`src/design/uvsg_pkg.sv`:
```
// Shared types, constants and arithmetic helpers for the UV sphere vertex generator.
`default_nettype none

package uvsg_pkg;

  localparam int ROTATION_STAGES = 16;
  localparam int DIV_STAGES      = 32;

  localparam int REG_INDEX_W = 2;
  localparam logic [REG_INDEX_W-1:0] REG_RADIUS       = 2'd0;
  localparam logic [REG_INDEX_W-1:0] REG_SECTOR_COUNT = 2'd1;
  localparam logic [REG_INDEX_W-1:0] REG_STACK_COUNT  = 2'd2;

  localparam logic [15:0] RADIUS_RESET       = 16'd256;
  localparam logic [10:0] SECTOR_COUNT_RESET = 11'd36;
  localparam logic [10:0] STACK_COUNT_RESET  = 11'd18;

  localparam logic signed [31:0] GAIN_Q30 = 32'sd652032874;
  localparam logic signed [16:0] POS_LIMIT  = 17'sd65535;
  localparam logic signed [15:0] NORM_LIMIT = 16'sd16384;

  typedef struct packed {
    logic valid;
    logic oor;
  } tag_t;

  // One transaction in flight through the phase divider.
  typedef struct packed {
    tag_t        tag;
    logic [11:0] ru;
    logic [11:0] rv;
    logic [31:0] qu;
    logic [31:0] qv;
  } div_t;

  typedef struct packed {
    logic signed [31:0] x;
    logic signed [31:0] y;
    logic [31:0]        z;
    logic               flip;
  } cordic_lane_t;

  typedef struct packed {
    tag_t         tag;
    cordic_lane_t u;
    cordic_lane_t v;
  } cordic_t;

  // Arctangent of 2^-k in phase units, one full turn being 2^32.
  function automatic logic [31:0] atan_turns(input logic [4:0] k);
    logic [31:0] a;
    case (k)
      5'd0:  a = 32'h20000000;
      5'd1:  a = 32'h12E4051E;
      5'd2:  a = 32'h09FB385B;
      5'd3:  a = 32'h051111D4;
      5'd4:  a = 32'h028B0D43;
      5'd5:  a = 32'h0145D7E1;
      5'd6:  a = 32'h00A2F61E;
      5'd7:  a = 32'h00517C55;
      5'd8:  a = 32'h0028BE53;
      5'd9:  a = 32'h00145F2F;
      5'd10: a = 32'h000A2F98;
      5'd11: a = 32'h000517CC;
      5'd12: a = 32'h00028BE6;
      5'd13: a = 32'h000145F3;
      5'd14: a = 32'h0000A2FA;
      5'd15: a = 32'h0000517D;
      5'd16: a = 32'h000028BE;
      5'd17: a = 32'h0000145F;
      5'd18: a = 32'h00000A30;
      5'd19: a = 32'h00000518;
      5'd20: a = 32'h0000028C;
      5'd21: a = 32'h00000146;
      5'd22: a = 32'h000000A3;
      5'd23: a = 32'h00000051;
      default: a = 32'h00000000;
    endcase
    return a;
  endfunction

  // One micro-rotation toward zero residual phase.
  function automatic cordic_lane_t cordic_step(input cordic_lane_t a, input logic [4:0] k);
    cordic_lane_t       r;
    logic signed [31:0] dx;
    logic signed [31:0] dy;
    dx = $signed(a.y) >>> k;
    dy = $signed(a.x) >>> k;
    r = a;
    if (a.z[31]) begin
      r.x = a.x + dx;
      r.y = a.y - dy;
      r.z = a.z + atan_turns(k);
    end else begin
      r.x = a.x - dx;
      r.y = a.y + dy;
      r.z = a.z - atan_turns(k);
    end
    return r;
  endfunction

  // Round Q2.30 to Q2.14 and saturate.
  function automatic logic signed [15:0] to_norm(input logic signed [31:0] q);
    logic signed [31:0] t;
    logic signed [15:0] s;
    t = q + 32'sd32768;
    s = $signed(t[31:16]);
    if (s > NORM_LIMIT) begin
      s = NORM_LIMIT;
    end else if (s < -NORM_LIMIT) begin
      s = -NORM_LIMIT;
    end
    return s;
  endfunction

  // Round radius times Q2.30 down to Q8.8 and saturate.
  function automatic logic signed [16:0] to_pos(input logic signed [48:0] p);
    logic signed [48:0] t;
    logic signed [18:0] s;
    logic signed [16:0] r;
    t = p + 49'sd536870912;
    s = $signed(t[48:30]);
    if (s > 19'sd65535) begin
      r = POS_LIMIT;
    end else if (s < -19'sd65535) begin
      r = -POS_LIMIT;
    end else begin
      r = s[16:0];
    end
    return r;
  endfunction

endpackage

`default_nettype wire

```
`src/design/uvsg_div_cell.sv`:
```
// One restoring-division cell: retires one quotient bit per lane per cycle while en is high.
`default_nettype none

module uvsg_div_cell (
  input  wire logic          clk,
  input  wire logic          rst,
  input  wire logic          en,
  input  wire logic [4:0]    idx,
  input  wire logic [11:0]   du,
  input  wire logic [11:0]   dv,
  input  wire logic [31:0]   nu,
  input  wire logic [31:0]   nv,
  input  wire uvsg_pkg::div_t d_in,
  output uvsg_pkg::div_t     d_out
);

  uvsg_pkg::div_t d_q;
  uvsg_pkg::div_t d_next;
  logic [4:0]  bit_pos;
  logic [12:0] tu;
  logic [12:0] tv;

  assign bit_pos = ~idx;

  always_comb begin
    d_next = d_in;
    tu = {d_in.ru, nu[bit_pos]};
    tv = {d_in.rv, nv[bit_pos]};
    if (tu >= {1'b0, du}) begin
      d_next.ru = 12'(tu - {1'b0, du});
      d_next.qu = {d_in.qu[30:0], 1'b1};
    end else begin
      d_next.ru = tu[11:0];
      d_next.qu = {d_in.qu[30:0], 1'b0};
    end
    if (tv >= {1'b0, dv}) begin
      d_next.rv = 12'(tv - {1'b0, dv});
      d_next.qv = {d_in.qv[30:0], 1'b1};
    end else begin
      d_next.rv = tv[11:0];
      d_next.qv = {d_in.qv[30:0], 1'b0};
    end
  end

  always_ff @(posedge clk) begin
    if (rst) begin
      d_q.tag.valid <= 1'b0;
    end else if (en) begin
      d_q <= d_next;
    end
  end

  assign d_out = d_q;

endmodule

`default_nettype wire

```
`config.mk`:
```
export PLATFORM = sky130hd
export DESIGN_NAME = uvsg_div_cell
export DESIGN_NICKNAME = d
export VERILOG_FILES = /design/src/design/uvsg_pkg.sv /design/src/design/uvsg_div_cell.sv
export SDC_FILE = /design/constraint.sdc
export NUM_CORES = 1
export LEC_CHECK = 0
export BUFFER_PORTS_ARGS = -buffer_cell sky130_fd_sc_hd__buf_2
export CORE_AREA = 2 2 106 108
export CTS_CLUSTER_DIAMETER = 30
export CTS_CLUSTER_SIZE = 28
export DETAILED_ROUTE_END_ITERATION = 6
export DIE_AREA = 0 0 108 110
export PLACE_DENSITY = 0.88
export SLEW_MARGIN = 20
export SYNTH_ARGS = -nofsm -noshare
export SYNTH_HDL_FRONTEND = slang
export SYNTH_SLANG_ARGS = --single-unit
```
`constraint.sdc`:
```
create_clock -name clk -period 8.6 [get_ports clk]
set_input_delay 0.43 -clock clk [delete_from_list [all_inputs] [get_ports clk]]
set_output_delay 0.43 -clock clk [all_outputs]
set_load 0.01 [all_outputs]
```
Word level (Yosys, flattened, before mapping):

Cells that the tools add are included.

* flip-flop bits (word level): 90
* input bits: 186
* output and inout port bits: 90

* $add $sub $neg: 2
* order comparisons: 3
* mux-type cells: 8
* bitwise gates (word level): 2
* reductions and logical operators: 1

Operators by type and width (count)
* 13-bit by 12-bit greater-or-equal comparator with 1-bit output: 2
* 12-bit two-way mux: 2
* 12-bit subtractor: 2
* 1-bit binary-select mux with 5-bit select: 2
* 5-bit by 6-bit < comparator with 1-bit output, second input constant: 1
* 5-bit NOT: 1
* 1-bit two-way mux: 4
* 2-bit AND reduction: 1
* 1-bit NOT: 1

Depth between registers and ports, before layout:

Gate-level depths: netlist of run 1.

* depth after elaboration: 5
* gate-level depth with buffers: 17
* gate-level depth less buffers: 14

Worst setup path before layout of run 1:

OpenSTA, ideal clock, no wires.

* kind: input to register
* from: input port rst
* to: register d_q, in the netlist d_out[0], enable pin
* arrival time: 4393 ps
* data required time: 8051 ps
* slack: 3658 ps
* stages on the path: 1
* path buffers: 0
* cells stage by stage: nor2b_1

* word-level cells in the longest chain between the ends: 2

Ends and longest elaborated chain
* start: declaration: RTL line uvsg_div_cell.sv:6 `input wire logic rst,`
* 1-bit NOT (no line)
* 2-bit AND reduction (no line)
* end signal: assignment: RTL line uvsg_div_cell.sv:49 `d_q <= d_next;`
* end: declaration: RTL line uvsg_div_cell.sv:17 `uvsg_pkg::div_t d_q;`

No other way between the ends.
A chain may end at the register's enable or synchronous reset.

==> flow_summary.json, run 1 <==
{
  "gr-total-overflow": 0,
  "place_inst": 748,
  "vias": 3897,
  "drive_gt1_share_pct": 48.6,
  "netlist_top_cells_area": "edfxtp_1 57%, ha_1 6.4%, mux2i_1 4.3%",
  "p_comb_share_pct": 22.8,
  "synth_top_area_share_pct": 57.2,
  "antenna_found_initial": 0,
  "cts_resized": 0,
  "p_sw_uw": 294,
  "n_antenna_cell": 0,
  "dp_hpwl_um": 9920,
  "area_delta_synth_final_pct": 36.4,
  "clkSinkCount": 90,
  "cts_buffer_depth": 2,
  "crit_top_cell": "o21ai_2",
  "start_util_pct": 43.7,
  "cp-end-kind": "flop",
  "synth.avg_cell_area_um2": 13.6,
  "pin_count": 276,
  "routed_wl_um": 12400,
  "p_int_uw": 781,
  "period_share_pct": 41.3,
  "die_w_um": 108,
  "wl_per_cell_um": 16.2,
  "tns_ps": 0,
  "postRouteAntennaNets": 0,
  "synth_edf_count": 89,
  "setup_viol": 0,
  "port_buffers": 273,
  "grt_setup_unrepaired": "false",
  "synth_area_um2": 4680,
  "p_leak_uw": 0.00298,
  "core_area_um2": 10700,
  "ys_warn_count": 0,
  "final_net_count": 831,
  "cp.required_ps": 8710,
  "critPathKind": "input port to flop",
  "rows": 38,
  "grt_pass1_wl_um": 18000,
  "max_slew_margin_pct": 46.6,
  "dieHeight_um": 110,
  "synth-adder-area-share_pct": 7.28,
  "cpMaxStageDelayCell": "mux4_1",
  "syn_inst": 343,
  "p_per_area_nw_per_um2": 169,
  "yosys.cell_types.count": 47,
  "worstSetupStartpointType": "input port",
  "synth-seq-cells": 90,
  "synth_simple_gate_area_share_pct": 7.44,
  "synth_top_cell_by_area": "edfxtp_1",
  "synth-compound-area-share_pct": 8.67,
  "arrival_ps": 3660,
  "tightest_slew_ps": 801,
  "cts_tree": "yes",
  "crit_chain": "buf_2 -> mux4_1 -> mux4_2 -> a21oi_2 -> ha_1 -> nor2b_1 -> o21ai_2 -> nand3_2 -> a31o_1 -> a31oi_1 -> o21ai_2 -> mux2_1",
  "cp_slowest_stage_delay_ps": 600,
  "cts_buffers": 9,
  "seqPwrFrac_pct": 49.8,
  "cp_max_fo": 15,
  "h-tree-depth": 3,
  "dr.pass1.iters": 5,
  "synth_flop_cell": "edfxtp_1",
  "drv_slew": 0,
  "final_cells": 764,
  "largest_reg_flops": 90,
  "hold_class": "input port to flop",
  "drt_iter0_drc": 181,
  "clk_pin_slew_ps": 90,
  "die-area_um2": 11900,
  "syn-num-nets": 555,
  "root_buffer": "clkbuf_8",
  "fin_crit_ps": 3550,
  "drv_cap": 0,
  "cts_hold_buf": 0,
  "clock_latency_ps": 370,
  "switching_share_pct": 27.4,
  "grt_use_total_pct": 19.9,
  "synth_xor_area_share_pct": 3.18,
  "seq_area_frac_synth_pct": 57.6,
  "grt_pass1_vias": 3740,
  "synth_top_family_by_area": "multiplexers",
  "grt_start_max_net_pins": 90,
  "cts_setup_buffers": 0,
  "synthArstFlopShare_pct": 0,
  "clock_skew_ps": 0,
  "clkPwrFrac_pct": 27.4,
  "drc": 0,
  "hold_viol_final": 0,
  "max_freq_mhz": 281,
  "routed_via_density": 5.10,
  "synth_mux_area_share_pct": 12.1,
  "place_congestion": 0.861,
  "vdd_drop_max_mv": 0.101,
  "outcome": "finished clean"
}
## cells in the mapped netlist, types with 2 or more instances
| cell type | count |
|---|---|
| a211oi_1 | 3 |
| edfxtp_1 | 89 |
| ha_1 | 24 |
| mux2i_1 | 20 |
| mux4_2 | 5 |
| a22oi_1 | 4 |
| a21o_1 | 6 |
| o31ai_1 | 2 |
| a31oi_1 | 5 |
| mux2_1 | 11 |
| o21a_1 | 5 |
| nand2b_1 | 3 |
| xor2_1 | 7 |
| nand2_1 | 17 |
| o21ai_1 | 15 |
| nor3_1 | 6 |
| fa_1 | 2 |
| and3_1 | 3 |
| buf_2 | 3 |
| xnor2_1 | 10 |
| nand3_1 | 12 |
| buf_6 | 2 |
| o31a_1 | 2 |
| nor2_1 | 14 |
| a21oi_1 | 11 |
| nor2b_1 | 9 |
| mux4_1 | 5 |
| inv_1 | 26 |
| clkbuf_1 | 3 |
| a21oi_2 | 2 |
## metal layers
layer	GRT usage [%]	routed length (um)
met3	4.00	1050
met4	7.69	198
met5	0	0
met1	21.3	4400
met2	38.6	6720
## kinds of logic (layout without fill, tap and decap cells)
logic type | after synthesis | after routing
compound gates | 62 | 62
xor+xnor | 17 | 17
fa+ha+maj | 26 | 26
buf+inv | 37 | 318
flops | 90 | 90
mux | 41 | 41
simple gates | 70 | 70
## final cells by class
cell class / count / area (um^2)
Multi-Input combinational cell: 216 / 1820
Clock inverter: 7 / 76.3
Sequential cell: 90 / 2690
Tap cell: 140 / 175
Timing Repair Buffer: 275 / 1390
Inverter: 27 / 101
Clock buffer: 9 / 124
Fill cell: 845 / 4320
## power by group through the flow
stage	registers, uW	logic (uW)	clock network (uW)
after floorplan	566	123	0
after global placement	543	233	0
after detailed placement	546	245	0
after CTS	536	246	303
after global routing	538	268	314
final	535	245	295
## worst paths after layout
check	startpoint	end	slack, ps	cells after the start
worst max-delay path	idx[1]	d_out[83]	5050	12
worst min-delay path	d_in[15]	d_out[16]	230	1
worst max register to register	d_out[89]	d_out[89]	7980	2
worst min register to register	d_out[89]	d_out[89]	560	2
## per-stage QoR
step | cell area, um^2 | worst slack, ps | hold WS, ps | util [%] | power (uW)
detailed placement | 6170 | 4660 | 544 | 57.7 | 790
CTS | 6370 | 5030 | 216 | 59.6 | 1090
global placement | 6170 | 4490 | 473 | 57.7 | 776
global route | 6380 | 4880 | 214 | 59.6 | 1120
floorplan | 4680 | 3660 | 502 | - | 689
finish | 6380 | 5050 | 234 | 59.6 | 1070
## cells in the final DEF, fill, tap and decap left out, types with 6 or more instances in the layout
cell / Yosys / final
clkbuf_8: 0 / 9
nor3_1: 6 / 6
mux2_1: 11 / 11
edfxtp_1: 89 / 89
o21ai_1: 15 / 14
nand3_1: 12 / 12
a21o_1: 6 / 6
ha_1: 24 / 24
xnor2_1: 10 / 10
a21oi_1: 11 / 11
xor2_1: 7 / 7
buf_2: 3 / 273
nand2_1: 17 / 17
nor2_1: 14 / 14
mux2i_1: 20 / 20
nor2b_1: 9 / 8
inv_1: 26 / 26
## critical path, delay by kind of cell
family	cells	cell delay [ps]
AO/OA/AOI/OAI	5	1010
adder cells (fa/ha/maj)	1	200
buffers and inverters	1	300
multiplexers	3	1480
AND/OR/NAND/NOR	2	210
Note: power is estimated with default switching activity, not from simulation.
==> inputs of run 2 (changes only) <==
Settings changed: CORE_AREA 2 2 106 108 to unset, CORE_UTILIZATION set to 40, DIE_AREA 0 0 108 110 to unset, PLACE_DENSITY 0.88 to 0.85.
Clock period 8.6 ns to 3.2 ns, I/O delays scaled along.
==> run 2 against run 1 <==
Compared with the run above: critical path depth grew 3; first-iteration DRC count grew 5.0%; clock power grew to 3.2 times the previous value; non-clock buffer count up 39; sequential power rose to 2.7 times the previous value; critical endpoint is now d_out[74]; largest power group unchanged; highest routed layer unchanged.
==> flow_summary.json, run 2 (synthesis results as in run 1) <==
{
  "clkSinkCount": 90,
  "arrival_ps": 3090,
  "period_share_pct": 94.4,
  "p_int_uw": 2300,
  "h-tree-depth": 3,
  "cp_max_fo": 15,
  "die_w_um": 110,
  "p_per_area_nw_per_um2": 455,
  "cp.required_ps": 3270,
  "clock_skew_ps": 0,
  "worstSetupStartpointType": "input port",
  "finalPower_uw": 3110,
  "drc": 0,
  "tns_ps": 0,
  "drv_cap": 0,
  "dpl_worst_slack_ps": -422,
  "drive_gt1_share_pct": 47.8,
  "clk_pin_slew_ps": 60,
  "setup_ws_ps": 178,
  "hp-start": "d_in[42]",
  "core_area_um2": 11400,
  "cts_setup_buffers": 0,
  "hold_class": "input port to flop",
  "ff2ff_setup_slack_ps": 2610,
  "postRouteAntennaNets": 0,
  "gr-total-overflow": 0,
  "max_freq_mhz": 331,
  "reg2reg_depth": 2,
  "p_sw_uw": 806,
  "layout_commonest_cell": "buf_2",
  "clkPwrFrac_pct": 30.4,
  "grt_setup_unrepaired": "false",
  "whs_ps": 12.4,
  "clock_latency_ps": 330,
  "drv_slew": 0,
  "grt_use_total_pct": 20.3,
  "outcome": "finished clean",
  "num-fill-cells": 893,
  "root_buffer": "clkbuf_16",
  "die-area_um2": 12100,
  "p_comb_share_pct": 23.3,
  "critPathKind": "input port to flop",
  "rows": 39,
  "grt_pass1_wl_um": 18600,
  "final_cell_mix": "271 x buf_2, 89 x edfxtp_1, 26 x inv_1",
  "p_leak_uw": 0.00318,
  "r2r_start": "d_out[89]",
  "cts_buffer_depth": 2,
  "setup_viol": 0,
  "wl_per_cell_um": 16.4,
  "largest_reg_flops": 90,
  "switching_share_pct": 26.0,
  "hold_viol_final": 0,
  "cp-end-kind": "flop",
  "n_antenna_cell": 0,
  "dpl-instance-area_um2": 6290,
  "start_util_pct": 40.9,
  "pin_count": 276,
  "grt_start_max_net_pins": 71,
  "cts_tree": "yes",
  "cts_buffers": 9,
  "tightest_slew_ps": 608,
  "area_delta_synth_final_pct": 46.1,
  "dieHeight_um": 110,
  "routed_wl_um": 13200,
  "place_congestion": 0.890,
  "vdd_drop_max_mv": 0.406,
  "vias": 4043,
  "final_net_count": 870,
  "antenna_found_initial": 0,
  "whs_endpoint": "d_out[43]",
  "port_buffers": 273,
  "dp_hpwl_um": 10600,
  "hold_depth": 1,
  "max_slew_margin_pct": 59.3,
  "final_design_area_no_fill_um2": 6830,
  "drt_iter0_drc": 190,
  "routed_via_density": 5.02,
  "reg2reg_to": "d_out[89]",
  "grt_pass1_vias": 3964,
  "seqPwrFrac_pct": 46.3,
  "fin_crit_ps": 3020,
  "dr.pass1.iters": 4
}
-- run 2: cell types whose count changed in the layout (fill, tap and decap cells not counted), moves of 2 or more --
cell	change
buf_4	+14
dlygate4sd3_1	+25
clkbuf_16	+9
buf_2	-2
clkbuf_8	-9
-- run 2: area by class of cell --
cell class,instances,area (um^2),share of cell area (%)
clock inverters,7,42.5,0.623
inverters,27,101,1.48
well taps,143,179,2.62
clock buffers,9,225,3.30
multi-input cells,216,1830,26.8
repair buffers,314,1760,25.7
flip-flops and latches,90,2690,39.4
-- run 2: repair_timing --
action	CTS	global route
hold buffers	11	14
gates resized for setup	2	3
hold endpoints to repair	11	14
setup endpoints to repair	3	5
-- run 2: worst max-delay path by stage --
stage            from   endpoint  slack, ps  depth (start not counted)
6_report       idx[1]  d_out[74]        180                         15
5_1_grt        idx[1]  d_out[74]         10                         15
4_1_cts        idx[1]  d_out[86]         70                         12
3_5_place_dp   idx[1]  d_out[72]       -420                         14
3_3_place_gp   idx[1]  d_out[72]       -190                         14
2_1_floorplan  idx[1]  d_out[86]         10                         14
-- run 2: critical path, cell delays in order --
cell and delay (ps):
buf_6 150, buf_4 130, mux4_2 490, mux4_2 500, a21oi_2 180, ha_1 210, fa_1 230, nor2b_1 70
o31a_1 250, buf_4 140, o21ai_1 130, a21boi_1 90, nor2_1 120, xor2_1 160, o21ai_1 80
-- run 2: layer usage --
layer	global-route usage, %	wire (um)	vias to the layer above
met2	41.5	7360	204
met3	5.35	1070	21
met5	0	0	-
met1	19.1	4540	1884
met4	7.14	225	0
li1	-	-	1934
-- run 2: per-stage QoR --
| stage | util (%) | instances |
|---|---|---|
| global placement | 55.1 | 765 |
| finish | 59.8 | 806 |
| floorplan | - | 343 |
| detailed placement | 55.1 | 765 |
| CTS | 58.5 | 792 |
| global route | 59.8 | 806 |
-- run 2: power by group through the flow --
stage / Combinational, uW / Sequential, uW / Clock [uW]
after detailed placement: 694 / 1460 / 0
after CTS: 710 / 1440 / 955
after floorplan: 330 / 1520 / 0
after global routing: 793 / 1450 / 1020
final: 723 / 1440 / 944
after global placement: 661 / 1460 / 0
==> inputs of run 3 (changes only) <==
Settings changed: CELL_PAD_IN_SITES_DETAIL_PLACEMENT set to 1, CELL_PAD_IN_SITES_GLOBAL_PLACEMENT set to 2, CORE_UTILIZATION 40 to 24.
==> run 3 against run 2 <==
Compared with the run above: count of clock-buffer cells in the layout unchanged; sequential cell count did not move; via count is 5.3% higher; sequential share of layout area fell by 2.8 points; core utilization decreased by 21 points; routed wire length rose by 23%; global-route usage shrank 4.5 points; total power rose by 3.4%; combinational power is 6.5% higher; register-to-register slack about the same; clock skew did not move; cell area is 7.7% higher; largest power group unchanged; highest routed layer is now met5.
==> flow_summary.json, run 3 (synthesis results as in run 1) <==
{
  "grt_setup_unrepaired": "false",
  "largest_reg_flops": 90,
  "max_freq_mhz": 338,
  "dr.pass1.iters": 4,
  "ff2ff_setup_slack_ps": 2600,
  "layout_commonest_cell": "buf_2",
  "crit_family": "multiplexers",
  "pin_count": 276,
  "port_buffers": 273,
  "clkSinkCount": 90,
  "core_area_um2": 18900,
  "cp.required_ps": 3280,
  "cp_slowest_stage_delay_ps": 580,
  "critPathKind": "input port to flop",
  "whs_endpoint": "d_out[89]",
  "worstSetupStartpointType": "input port",
  "cpMaxStageDelayCell": "mux4_1",
  "final_cell_mix": "272 x buf_2, 89 x edfxtp_1, 61 x dlygate4sd3_1",
  "cp-end-kind": "flop",
  "die-area_um2": 20000,
  "root_buffer": "clkbuf_16",
  "p_per_area_nw_per_um2": 437,
  "die_w_um": 142,
  "grt_start_max_net_pins": 72,
  "cts_setup_buffers": 0,
  "routed_via_density": 4.43,
  "period_share_pct": 92.4,
  "rows": 50,
  "reg2reg_depth": 2,
  "max_slew_margin_pct": 56.4,
  "hp-start": "rst",
  "r2r_start": "d_out[89]",
  "hold_depth": 2,
  "finalPower_uw": 3210,
  "clock_skew_ps": 0,
  "arrival_ps": 3040,
  "vias": 4258,
  "crit_chain": "buf_4 -> mux4_1 -> mux4_2 -> a21oi_2 -> ha_1 -> fa_1 -> nor2b_1 -> o31a_1 -> nor2_1 -> nor2b_1 -> nor2_1 -> xnor2_1 -> mux2_1",
  "cp_max_fo": 14,
  "place_congestion": 0.810,
  "tightest_slew_ps": 653,
  "clock_latency_ps": 340,
  "p_leak_uw": 0.00334,
  "drv_slew": 0,
  "drv_cap": 0,
  "path_buf_inv": 1,
  "final_net_count": 908,
  "grt_pass1_wl_um": 24200,
  "final_cells": 961,
  "hold_viol_final": 0,
  "clk_pin_slew_ps": 70,
  "dpl_worst_slack_ps": -352,
  "place_inst": 884,
  "dieHeight_um": 142,
  "fin_crit_ps": 2960,
  "cts_tree": "yes",
  "antenna_found_initial": 2,
  "grt_pass1_vias": 4535,
  "grt_use_total_pct": 15.8,
  "area_delta_synth_final_pct": 57.3,
  "cts_buffer_depth": 2,
  "start_util_pct": 24.7,
  "hold_class": "input port to flop",
  "gr-total-overflow": 0,
  "reg2reg_to": "d_out[89]",
  "h-tree-depth": 3,
  "routed_wl_um": 16200,
  "postRouteAntennaNets": 0,
  "drc": 0,
  "dp_hpwl_um": 11700,
  "drive_gt1_share_pct": 45.6,
  "wl_per_cell_um": 16.9,
  "n_antenna_cell": 0,
  "cts_buffers": 9,
  "drt_iter0_drc": 74,
  "outcome": "finished clean",
  "setup_viol": 0,
  "setup_ws_ps": 244,
  "vdd_drop_max_mv": 0.167
}
==> run 3: repair_timing <==
action | 4_1_cts | 5_1_grt
resized for setup | 0 | 4
hold buffers | 61 | 0
endpoints found under the hold margin | 61 | 0
endpoints found under the setup margin | 0 | 23
==> run 3: power by group <==
group	internal (uW)	switching, uW	total [uW]
sequential	1420	26.9	1440
clock	531	468	999
combinational	390	380	770
total	2340	875	3210
==> run 3: how the worst max path moves through the flow <==
stage / end / cells after the start / startpoint
after floorplan: d_out[86] / 14 / idx[1]
after global placement: d_out[72] / 13 / idx[1]
after detailed placement: d_out[72] / 13 / idx[1]
after CTS: d_out[72] / 13 / idx[1]
after global routing: d_out[82] / 13 / idx[1]
final: d_out[70] / 13 / idx[1]
==> run 3: layer usage <==
metal  global-route usage [%]  up-vias  routed length (um)
li1                         -     2007                   -
met4                     5.32        4                 293
met2                     29.8      206                8390
met5                        0        -                  18
met3                     4.72       25                1370
met1                     16.6     2016                6140
==> run 3: layout make-up <==
type,instances,area (um^2)
Clock buffer,9,225
Clock inverter,7,51.3
Fill cell,2157,11500
Inverter,27,101
Multi-Input combinational cell,216,1830
Sequential cell,90,2690
Tap cell,260,325
Timing Repair Buffer,352,2130
==> run 3: per-stage QoR <==
step / util, % / setup TNS (ps) / hold WS [ps] / cell area, um^2
global placement: 34.1 / -3160 / 337 / 6450
global route: 38.9 / 0 / 19.6 / 7350
finish: 38.9 / 0 / 29.5 / 7350
CTS: 38.8 / 0 / 3.66 / 7340
detailed placement: 34.1 / -5820 / 338 / 6450
floorplan: - / 0 / 232 / 4680
